`src/cpf_pkg.sv`:
```
// ----------------------------------------------------------------------------
// cpf_pkg: shared types, constants and functions of the crc8 packet framer
// item and result payload structs, controller/datapath link, crc8 byte step
// ----------------------------------------------------------------------------
package cpf_pkg;

  // default payload capacity in bytes
  localparam int MAX_PAYLOAD_DEF = 16;

  localparam logic [7:0] SYNC_A   = 8'hB4;
  localparam logic [7:0] SYNC_B   = 8'hE9;
  localparam logic [7:0] CRC_POLY = 8'hE7;

  // header byte positions
  localparam logic [1:0] STEP_SYNC_A = 2'd0;
  localparam logic [1:0] STEP_SYNC_B = 2'd1;
  localparam logic [1:0] STEP_LEN    = 2'd2;
  localparam logic [1:0] STEP_CRC    = 2'd3;

  typedef struct packed {
    logic [7:0] payload_byte;
    logic       has_byte;
    logic       is_last;
  } in_item_t;

  typedef struct packed {
    logic [7:0] frame_byte;
    logic       frame_end;
    logic       too_long;
  } out_item_t;

  // controller to datapath
  typedef struct packed {
    logic load;      // take the accepted request into the store
    logic clear;     // frame done: drop count and overflow mark
    logic restart;   // zero crc, header step and read pointer
    logic crc_hdr;   // fold the current header byte into the crc
    logic crc_pay;   // fold the current payload byte into the crc
    logic step_inc;
    logic ptr_clr;
    logic ptr_inc;
    logic emit_hdr;
    logic emit_pay;
    logic emit_err;
    logic emit_end;
  } cpf_cmd_t;

  // datapath to controller
  typedef struct packed {
    logic ovf_next;    // overflow after the request at the input
    logic count_zero;
    logic step_last;
    logic ptr_last;
  } cpf_sts_t;

  // one byte of the crc: xor in, then shift and test bit 7 eight times
  function automatic logic [7:0] crc_feed(input logic [7:0] crc, input logic [7:0] b);
    logic [7:0] c;
    c = crc ^ b;
    for (int i = 0; i < 8; i++) begin
      c = {c[6:0], 1'b0};
      if (c[7]) begin
        c = c ^ CRC_POLY;
      end
    end
    return c;
  endfunction

endpackage

```
`src/cpf_ram.sv`:
```
// ----------------------------------------------------------------------------
// cpf_ram: generic single-port-write ram with registered read
// one write and one read address per cycle, read data valid next cycle
// ----------------------------------------------------------------------------
module cpf_ram #(
  parameter int WIDTH  = 8,
  parameter int DEPTH  = 16,
  parameter int ADDR_W = (DEPTH > 1) ? $clog2(DEPTH) : 1
) (
  input  logic              clk,
  input  logic              wr_en,
  input  logic [ADDR_W-1:0] wr_addr,
  input  logic [WIDTH-1:0]  wr_data,
  input  logic [ADDR_W-1:0] rd_addr,
  output logic [WIDTH-1:0]  rd_data
);

  logic [WIDTH-1:0] mem [DEPTH];
  logic [WIDTH-1:0] rd_data_r;

  always_ff @(posedge clk) begin
    if (wr_en) begin
      mem[wr_addr] <= wr_data;
    end
    rd_data_r <= mem[rd_addr];
  end

  assign rd_data = rd_data_r;

endmodule

```
`src/cpf_datapath.sv`:
```
// ----------------------------------------------------------------------------
// cpf_datapath: payload store, byte count, crc register and result register
// acts on commands from the controller, reports count and pointer status
// ----------------------------------------------------------------------------
module cpf_datapath import cpf_pkg::*; #(
  parameter int MAX_PAYLOAD = MAX_PAYLOAD_DEF
) (
  input  logic      clk,
  input  logic      rst_n,
  input  in_item_t  in_data,
  input  cpf_cmd_t  cmd,
  output cpf_sts_t  sts,
  output logic      out_valid,
  output out_item_t out_data
);

  localparam int CW = $clog2(MAX_PAYLOAD + 1);
  localparam int AW = (MAX_PAYLOAD > 1) ? $clog2(MAX_PAYLOAD) : 1;

  logic [CW-1:0] count_r, count_nxt;
  logic          ovf_r, ovf_nxt;
  logic [1:0]    step_r, step_nxt;
  logic [AW-1:0] ptr_r, ptr_nxt;
  logic [7:0]    crc_r, crc_nxt;
  logic          out_valid_r, out_valid_nxt;
  out_item_t     out_r, out_nxt;

  logic          full;
  logic          wr_en;
  logic [7:0]    rd_data;
  logic [7:0]    hdr_byte;
  logic [CW-1:0] ptr_plus1;

  assign full      = (count_r == CW'(MAX_PAYLOAD));
  assign wr_en     = cmd.load & in_data.has_byte & ~full;
  assign ptr_plus1 = CW'(ptr_r) + CW'(1);

  // read address follows the next pointer, so rd_data holds store[ptr_r] unless that entry was just written
  cpf_ram #(
    .WIDTH  (8),
    .DEPTH  (MAX_PAYLOAD),
    .ADDR_W (AW)
  ) u_store (
    .clk     (clk),
    .wr_en   (wr_en),
    .wr_addr (count_r[AW-1:0]),
    .wr_data (in_data.payload_byte),
    .rd_addr (ptr_nxt),
    .rd_data (rd_data)
  );

  // crc position reads as zero while the crc is being built
  always_comb begin
    case (step_r)
      STEP_SYNC_A: hdr_byte = SYNC_A;
      STEP_SYNC_B: hdr_byte = SYNC_B;
      STEP_LEN:    hdr_byte = 8'(count_r);
      STEP_CRC:    hdr_byte = cmd.emit_hdr ? crc_r : 8'h00;
      default:     hdr_byte = 8'h00;
    endcase
  end

  always_comb begin
    count_nxt = count_r;
    ovf_nxt   = ovf_r;
    if (cmd.load && in_data.has_byte) begin
      if (full) begin
        ovf_nxt = 1'b1;
      end else begin
        count_nxt = count_r + CW'(1);
      end
    end
    if (cmd.clear) begin
      count_nxt = '0;
      ovf_nxt   = 1'b0;
    end

    crc_nxt = crc_r;
    if (cmd.restart) begin
      crc_nxt = 8'h00;
    end else if (cmd.crc_hdr) begin
      crc_nxt = crc_feed(crc_r, hdr_byte);
    end else if (cmd.crc_pay) begin
      crc_nxt = crc_feed(crc_r, rd_data);
    end

    step_nxt = step_r;
    if (cmd.restart) begin
      step_nxt = STEP_SYNC_A;
    end else if (cmd.step_inc) begin
      step_nxt = step_r + 2'd1;
    end

    ptr_nxt = ptr_r;
    if (cmd.restart || cmd.ptr_clr) begin
      ptr_nxt = '0;
    end else if (cmd.ptr_inc) begin
      ptr_nxt = ptr_r + AW'(1);
    end

    out_valid_nxt = cmd.emit_hdr | cmd.emit_pay | cmd.emit_err;
    out_nxt.frame_byte = cmd.emit_hdr ? hdr_byte : (cmd.emit_pay ? rd_data : 8'h00);
    out_nxt.frame_end  = cmd.emit_end | cmd.emit_err;
    out_nxt.too_long   = cmd.emit_err;
  end

  always_ff @(posedge clk) begin
    if (!rst_n) begin
      count_r     <= '0;
      ovf_r       <= 1'b0;
      step_r      <= STEP_SYNC_A;
      ptr_r       <= '0;
      out_valid_r <= 1'b0;
    end else begin
      count_r     <= count_nxt;
      ovf_r       <= ovf_nxt;
      step_r      <= step_nxt;
      ptr_r       <= ptr_nxt;
      out_valid_r <= out_valid_nxt;
    end
    crc_r <= crc_nxt;
    out_r <= out_nxt;
  end

  assign sts.ovf_next   = ovf_r | (in_data.has_byte & full);
  assign sts.count_zero = (count_r == '0);
  assign sts.step_last  = (step_r == STEP_CRC);
  assign sts.ptr_last   = (ptr_plus1 == count_r);

  assign out_valid = out_valid_r;
  assign out_data  = out_r;

endmodule

```
`src/cpf_ctrl.sv`:
```
// ----------------------------------------------------------------------------
// cpf_ctrl: frame sequencer
// collects requests, walks the crc over header and payload, then emits
// ----------------------------------------------------------------------------
module cpf_ctrl import cpf_pkg::*; (
  input  logic     clk,
  input  logic     rst_n,
  input  logic     start,
  input  logic     is_last,
  input  cpf_sts_t sts,
  output logic     busy,
  output cpf_cmd_t cmd
);

  typedef enum logic [2:0] {
    S_IDLE,
    S_HDR_CRC,
    S_PAY_CRC,
    S_EMIT_HDR,
    S_EMIT_PAY,
    S_ERR
  } state_t;

  state_t state_r, state_nxt;
  logic   busy_r;

  always_comb begin
    state_nxt = state_r;
    cmd       = '0;
    case (state_r)
      S_IDLE: begin
        cmd.restart = 1'b1;
        if (start) begin
          cmd.load = 1'b1;
          if (is_last) begin
            state_nxt = sts.ovf_next ? S_ERR : S_HDR_CRC;
          end
        end
      end
      S_HDR_CRC: begin
        cmd.crc_hdr  = 1'b1;
        cmd.step_inc = 1'b1;
        if (sts.step_last) begin
          state_nxt = sts.count_zero ? S_EMIT_HDR : S_PAY_CRC;
        end
      end
      S_PAY_CRC: begin
        cmd.crc_pay = 1'b1;
        if (sts.ptr_last) begin
          cmd.ptr_clr = 1'b1;
          state_nxt   = S_EMIT_HDR;
        end else begin
          cmd.ptr_inc = 1'b1;
        end
      end
      S_EMIT_HDR: begin
        cmd.emit_hdr = 1'b1;
        cmd.step_inc = 1'b1;
        if (sts.step_last) begin
          if (sts.count_zero) begin
            cmd.emit_end = 1'b1;
            cmd.clear    = 1'b1;
            state_nxt    = S_IDLE;
          end else begin
            state_nxt = S_EMIT_PAY;
          end
        end
      end
      S_EMIT_PAY: begin
        cmd.emit_pay = 1'b1;
        if (sts.ptr_last) begin
          cmd.emit_end = 1'b1;
          cmd.clear    = 1'b1;
          state_nxt    = S_IDLE;
        end else begin
          cmd.ptr_inc = 1'b1;
        end
      end
      S_ERR: begin
        cmd.emit_err = 1'b1;
        cmd.clear    = 1'b1;
        state_nxt    = S_IDLE;
      end
      default: begin
        state_nxt = S_IDLE;
      end
    endcase
  end

  always_ff @(posedge clk) begin
    if (!rst_n) begin
      state_r <= S_IDLE;
      busy_r  <= 1'b0;
    end else begin
      state_r <= state_nxt;
      busy_r  <= (state_nxt != S_IDLE);
    end
  end

  assign busy = busy_r;

endmodule

```
`src/crc8_packet_framer.sv`:
```
// ----------------------------------------------------------------------------
// crc8_packet_framer: builds crc8-protected frames from payload bytes
// header 0xB4 0xE9 length crc, then the buffered payload bytes
// ----------------------------------------------------------------------------
// usage
//   input: a request is taken at a rising edge with start high and busy low;
//   in_data carries one optional payload byte (has_byte) and a last mark
//   (is_last). requests without the last mark are taken one per cycle and
//   only fill the payload store.
//   a request with the last mark raises busy; the block then runs the crc
//   one byte per cycle over the four header bytes (crc position as zero)
//   and the n stored bytes, then emits the n+4 frame bytes one per cycle.
//   the first frame byte strobes once the crc has covered all n+4 bytes,
//   and busy falls as the last frame byte strobes.
//   if more than MAX_PAYLOAD bytes arrived, extra bytes are dropped and the
//   closing request gives a single flagged result (byte 0, frame_end and
//   too_long set) from the error state, with busy high for one cycle.
//   output: each result is on out_data for one cycle with out_valid high;
//   the receiver cannot stall, so there is no backpressure path.
//   reset (rst_n low, synchronous) empties the store and the count and
//   drops any frame in progress; store contents are not cleared.
// ----------------------------------------------------------------------------
module crc8_packet_framer import cpf_pkg::*; #(
  parameter int MAX_PAYLOAD = MAX_PAYLOAD_DEF
) (
  input  logic      clk,
  input  logic      rst_n,
  input  logic      start,
  output logic      busy,
  input  in_item_t  in_data,
  output logic      out_valid,
  output out_item_t out_data
);

  // command and status link between sequencer and datapath
  cpf_cmd_t cmd;
  cpf_sts_t sts;

  // sequencer: request intake, crc walk, frame emission
  cpf_ctrl u_ctrl (
    .clk     (clk),
    .rst_n   (rst_n),
    .start   (start),
    .is_last (in_data.is_last),
    .sts     (sts),
    .busy    (busy),
    .cmd     (cmd)
  );

  // datapath: payload store, count, crc and registered result
  cpf_datapath #(
    .MAX_PAYLOAD (MAX_PAYLOAD)
  ) u_dp (
    .clk       (clk),
    .rst_n     (rst_n),
    .in_data   (in_data),
    .cmd       (cmd),
    .sts       (sts),
    .out_valid (out_valid),
    .out_data  (out_data)
  );

endmodule

```
`config.mk`:
```
export PLATFORM = sky130hd
export DESIGN_NAME = crc8_packet_framer
export DESIGN_NICKNAME = d
export VERILOG_FILES = /design/src/cpf_pkg.sv /design/src/cpf_ram.sv /design/src/cpf_datapath.sv /design/src/cpf_ctrl.sv /design/src/crc8_packet_framer.sv
export SDC_FILE = /design/constraint.sdc
export NUM_CORES = 1
export LEC_CHECK = 0
export CELL_PAD_IN_SITES_DETAIL_PLACEMENT = 2
export CELL_PAD_IN_SITES_GLOBAL_PLACEMENT = 2
export CORE_MARGIN = 2
export CORE_UTILIZATION = 23
export CTS_CLUSTER_SIZE = 20
export DETAILED_ROUTE_END_ITERATION = 10
export DONT_BUFFER_PORTS = 1
export PLACE_DENSITY = 0.55
export RECOVER_POWER = 50
export SYNTH_ARGS = -nofsm -noshare
export SYNTH_HDL_FRONTEND = slang
export SYNTH_SLANG_ARGS = --single-unit
```
`constraint.sdc`:
```
create_clock -name clk -period 3.8 [get_ports clk]
set_input_delay 0.76 -clock clk [delete_from_list [all_inputs] [get_ports clk]]
set_output_delay 0.76 -clock clk [all_outputs]
set_load 0.03 [all_outputs]
```
==> flow_summary.toml <==
[timing]
max-slew-margin-rel_pct = 46.7
maxClockFrequency_mhz = 290
final_critical_path_setup_slack_ns = 0.350
max_slew.worst_pin.slew_ns = 0.792
timing.final.max_slew_violations = 0
period_share_pct = 90.8
sum_neg_setup_slack_ns = 0
timing.clock.skew_ns = 0.0152
timing.final.crit_period_ns = 3.45
grt_setup_unrepaired = "false"
setup_viol = 0
final.hold.worst_slack_ns = 0.415
number_of_hold_slack_violations_in_the_final_timing_report = 0

[place]
numPortBuffers = 0
pre_cts_ws_ns = 0.0740
placed_area_mm2 = 0.00819
globalplace.congestion = 0.745
hpwlAfterDp_um = 16500

[grt]
largest_net_degree_at_the_start_of_global_routing = 29
grt_pass1_wl_um = 37300
grt_overflow = 0
grt_antenna_before_repair = 0
grtUsageTotal_pct = 14.2
grt_pass1_vias = 5940

[power_and_ir_drop]
p_leak_uw = 0.00306
power.density_cell_area_mw_per_mm2 = 499
power.total_uw = 4380
vdd_ir_drop_max_uv = 303

[synth]
synth_area_per_cell_um2 = 11.3
yosys_warnings = 0
post_synth_num_cell_types = 66
synth.cells.most_frequent = "145 x sky130_fd_sc_hd__nand2_1, 128 x sky130_fd_sc_hd__edfxtp_1, 42 x sky130_fd_sc_hd__dfxtp_1, 37 x sky130_fd_sc_hd__a21oi_1, 33 x sky130_fd_sc_hd__nor2_1"
synth_top_area_cell = "sky130_fd_sc_hd__edfxtp_1"
synth_top_area_share_pct = 50.3
seq_area_frac_synth_pct = 61.3
synthesis.instances = 677
synth_edf_count = 128
ys_top_cells_by_area = "sky130_fd_sc_hd__edfxtp_1 50%, sky130_fd_sc_hd__dfxtp_1 11%, sky130_fd_sc_hd__nand2_1 7.1%"
synth.net_count = 698
postSynth.asyncResetShare_pct = 0
yosysMostFrequentCell = "sky130_fd_sc_hd__nand2_1"
ys_dominant_reg_cell = "sky130_fd_sc_hd__edfxtp_1"
netlist_area_before_placement_mm2 = 0.00765
synth-seq-cells = 170

[drt]
wl_met1_um = 11200
route.met3.wl_um = 583
routed_wire_length_per_instance_um = 20.9
top_layer_used = "met4"
drt.antenna.violating_nets = 0
avgViaCountPerCell = 4.62
detail_route.wirelength_um = 23600
via_count = 5229
drc = 0
firstDrtPassIters = 4
met2RoutedLength_um = 11600
initialDrtViolationCount = 245

[clocking]
ctsRootBufferMaster = "sky130_fd_sc_hd__clkbuf_16"
cts.path.max_buffers = 2
total_cts_buffers = 17
cts-htree-levels = 4
cts_repair_resize_count = 0
tritoncts = "built"
insertion_delay_ns = 0.44
cts_setup_buffers = 0
postCtsHoldBufs = 0
path_clk_slew_ns = 0.08
clock_sinks = 170

[floorplanning]
fp-row-count = 66
coreArea_mm2 = 0.0326
die-height_um = 186
design.die.area_mm2 = 0.0347
die_x_um = 186
boundaryPins = 25
initial_core_utilization_pct = 23.4

[critical_path]
startpoint_class_of_the_critical_path = "register"
cp_required_ns = 4.09
timing.critical_path.arrival_ns = 3.74
critPathCaptureType = "register"
worst-path-max-fanout = 8
ff2ff_path_depth = 11
critical_path_class = "reg2reg"

[layout]
area_growth_syn_to_layout_pct = 14.7
final_cell_area_mm2 = 0.00877
drive_gt1_share_pct = 9.00
antenna-diode-count = 0
final_nets = 697

[worst_hold_path]
worstHoldPathType = "in2reg"
worstHoldPathCells = 0

[status]
run_status = "finished, final reports clean"

[flow_run]
max_cap_violations = 0
[state kept, by name, summed over array words and instances, names as in the netlist]
signal / cells
u_dp.crc_r: 7
u_dp.u_store.rd_data: 8
u_dp.out_data: 10
u_ctrl.state_r: 3
u_dp.ptr_r: 4
u_dp.u_store.mem: 128
u_dp.ovf_r: 1
u_dp.count_r: 5
u_dp.out_valid: 1
u_dp.step_r: 2
u_ctrl.busy: 1
[final timing paths]
check / startpoint / to / slack (ns)
setup / recovery: u_dp.ptr_r[0] / u_dp.u_store.rd_data[1] / 0.35
hold reg to reg: u_dp.ovf_r / u_dp.ovf_r / 0.50
hold / removal: in_data[4] / u_dp.u_store.mem[10][2] / 0.42
setup reg to reg: u_dp.ptr_r[0] / u_dp.u_store.rd_data[1] / 0.35
[worst max-delay path, cell delays in order, from the launching register on]
cell                       delay [ns]
sky130_fd_sc_hd__dfxtp_1         0.48
sky130_fd_sc_hd__ha_1            0.35
sky130_fd_sc_hd__xnor2_1         0.18
sky130_fd_sc_hd__a221oi_2        0.11
sky130_fd_sc_hd__o211ai_1        0.53
sky130_fd_sc_hd__nand4b_1        0.16
sky130_fd_sc_hd__a32oi_1         0.29
sky130_fd_sc_hd__buf_4           0.20
sky130_fd_sc_hd__nor2b_2         0.41
sky130_fd_sc_hd__a32oi_1         0.24
sky130_fd_sc_hd__nand3_1         0.22
sky130_fd_sc_hd__o211ai_1        0.13
[logic make-up (layout without fill, tap and decap cells)]
kind of cell    count (synthesis)  count (layout)  share of synthesized area [%]
xor+xnor                       41              41                           4.97
mux                            19              19                           2.49
flops                         170             170                           61.3
buf+inv                        50              62                           2.94
simple gates                  258             258                           15.3
fa+ha+maj                       8               8                           1.31
compound gates                131             131                           11.7
[layout make-up]
cell class                 instances  area, um2
clock buffer                      17        425
clock inverter                    15        169
fill                            3533      23800
inverter                           9       33.8
multi-input combinational        457       2770
sequential                       170       4680
tap                              442        553
timing repair buffer              21        143
[power by group]
part / leakage [uW] / total, uW / internal (uW) / switching [uW]
combinational: 0.00128 / 547 / 235 / 312
clock: 0.000289 / 1750 / 887 / 862
sequential: 0.00150 / 2080 / 2030 / 57.0
[layer usage]
layer / GRT usage [%] / up-vias
met4: 3.42 / 0
met2: 23.9 / 63
li1: - / 2439
met5: 0 / -
met1: 18.8 / 2712
met3: 2.65 / 15
[per-stage QoR]
stage               util, %  std cells
floorplan                 -        677
global placement       25.1       1099
detailed placement     25.1       1099
CTS                    26.9       1131
global route           26.9       1131
finish                 26.9       1131
[layout by cell type, fill, tap and decap left out, types with 5 or more instances in the layout]
| master | Yosys | layout |
|---|---|---|
| sky130_fd_sc_hd__nand2_1 | 145 | 145 |
| sky130_fd_sc_hd__edfxtp_1 | 128 | 128 |
| sky130_fd_sc_hd__dfxtp_1 | 42 | 42 |
| sky130_fd_sc_hd__a21oi_1 | 37 | 37 |
| sky130_fd_sc_hd__nor2_1 | 33 | 33 |
| sky130_fd_sc_hd__xnor2_1 | 27 | 27 |
| sky130_fd_sc_hd__nand3_1 | 27 | 27 |
| sky130_fd_sc_hd__o21ai_0 | 20 | 20 |
| sky130_fd_sc_hd__o211ai_1 | 19 | 19 |
| sky130_fd_sc_hd__mux2i_1 | 19 | 19 |
| sky130_fd_sc_hd__clkbuf_16 | 0 | 17 |
| sky130_fd_sc_hd__buf_4 | 1 | 17 |
| sky130_fd_sc_hd__and2_1 | 14 | 14 |
| sky130_fd_sc_hd__xor2_1 | 12 | 12 |
| sky130_fd_sc_hd__a32oi_1 | 10 | 10 |
| sky130_fd_sc_hd__inv_1 | 8 | 8 |
| sky130_fd_sc_hd__ha_1 | 8 | 8 |
| sky130_fd_sc_hd__a221oi_1 | 5 | 5 |
| sky130_fd_sc_hd__inv_6 | 0 | 5 |
No activity file was read; power rests on OpenSTA's default activity.
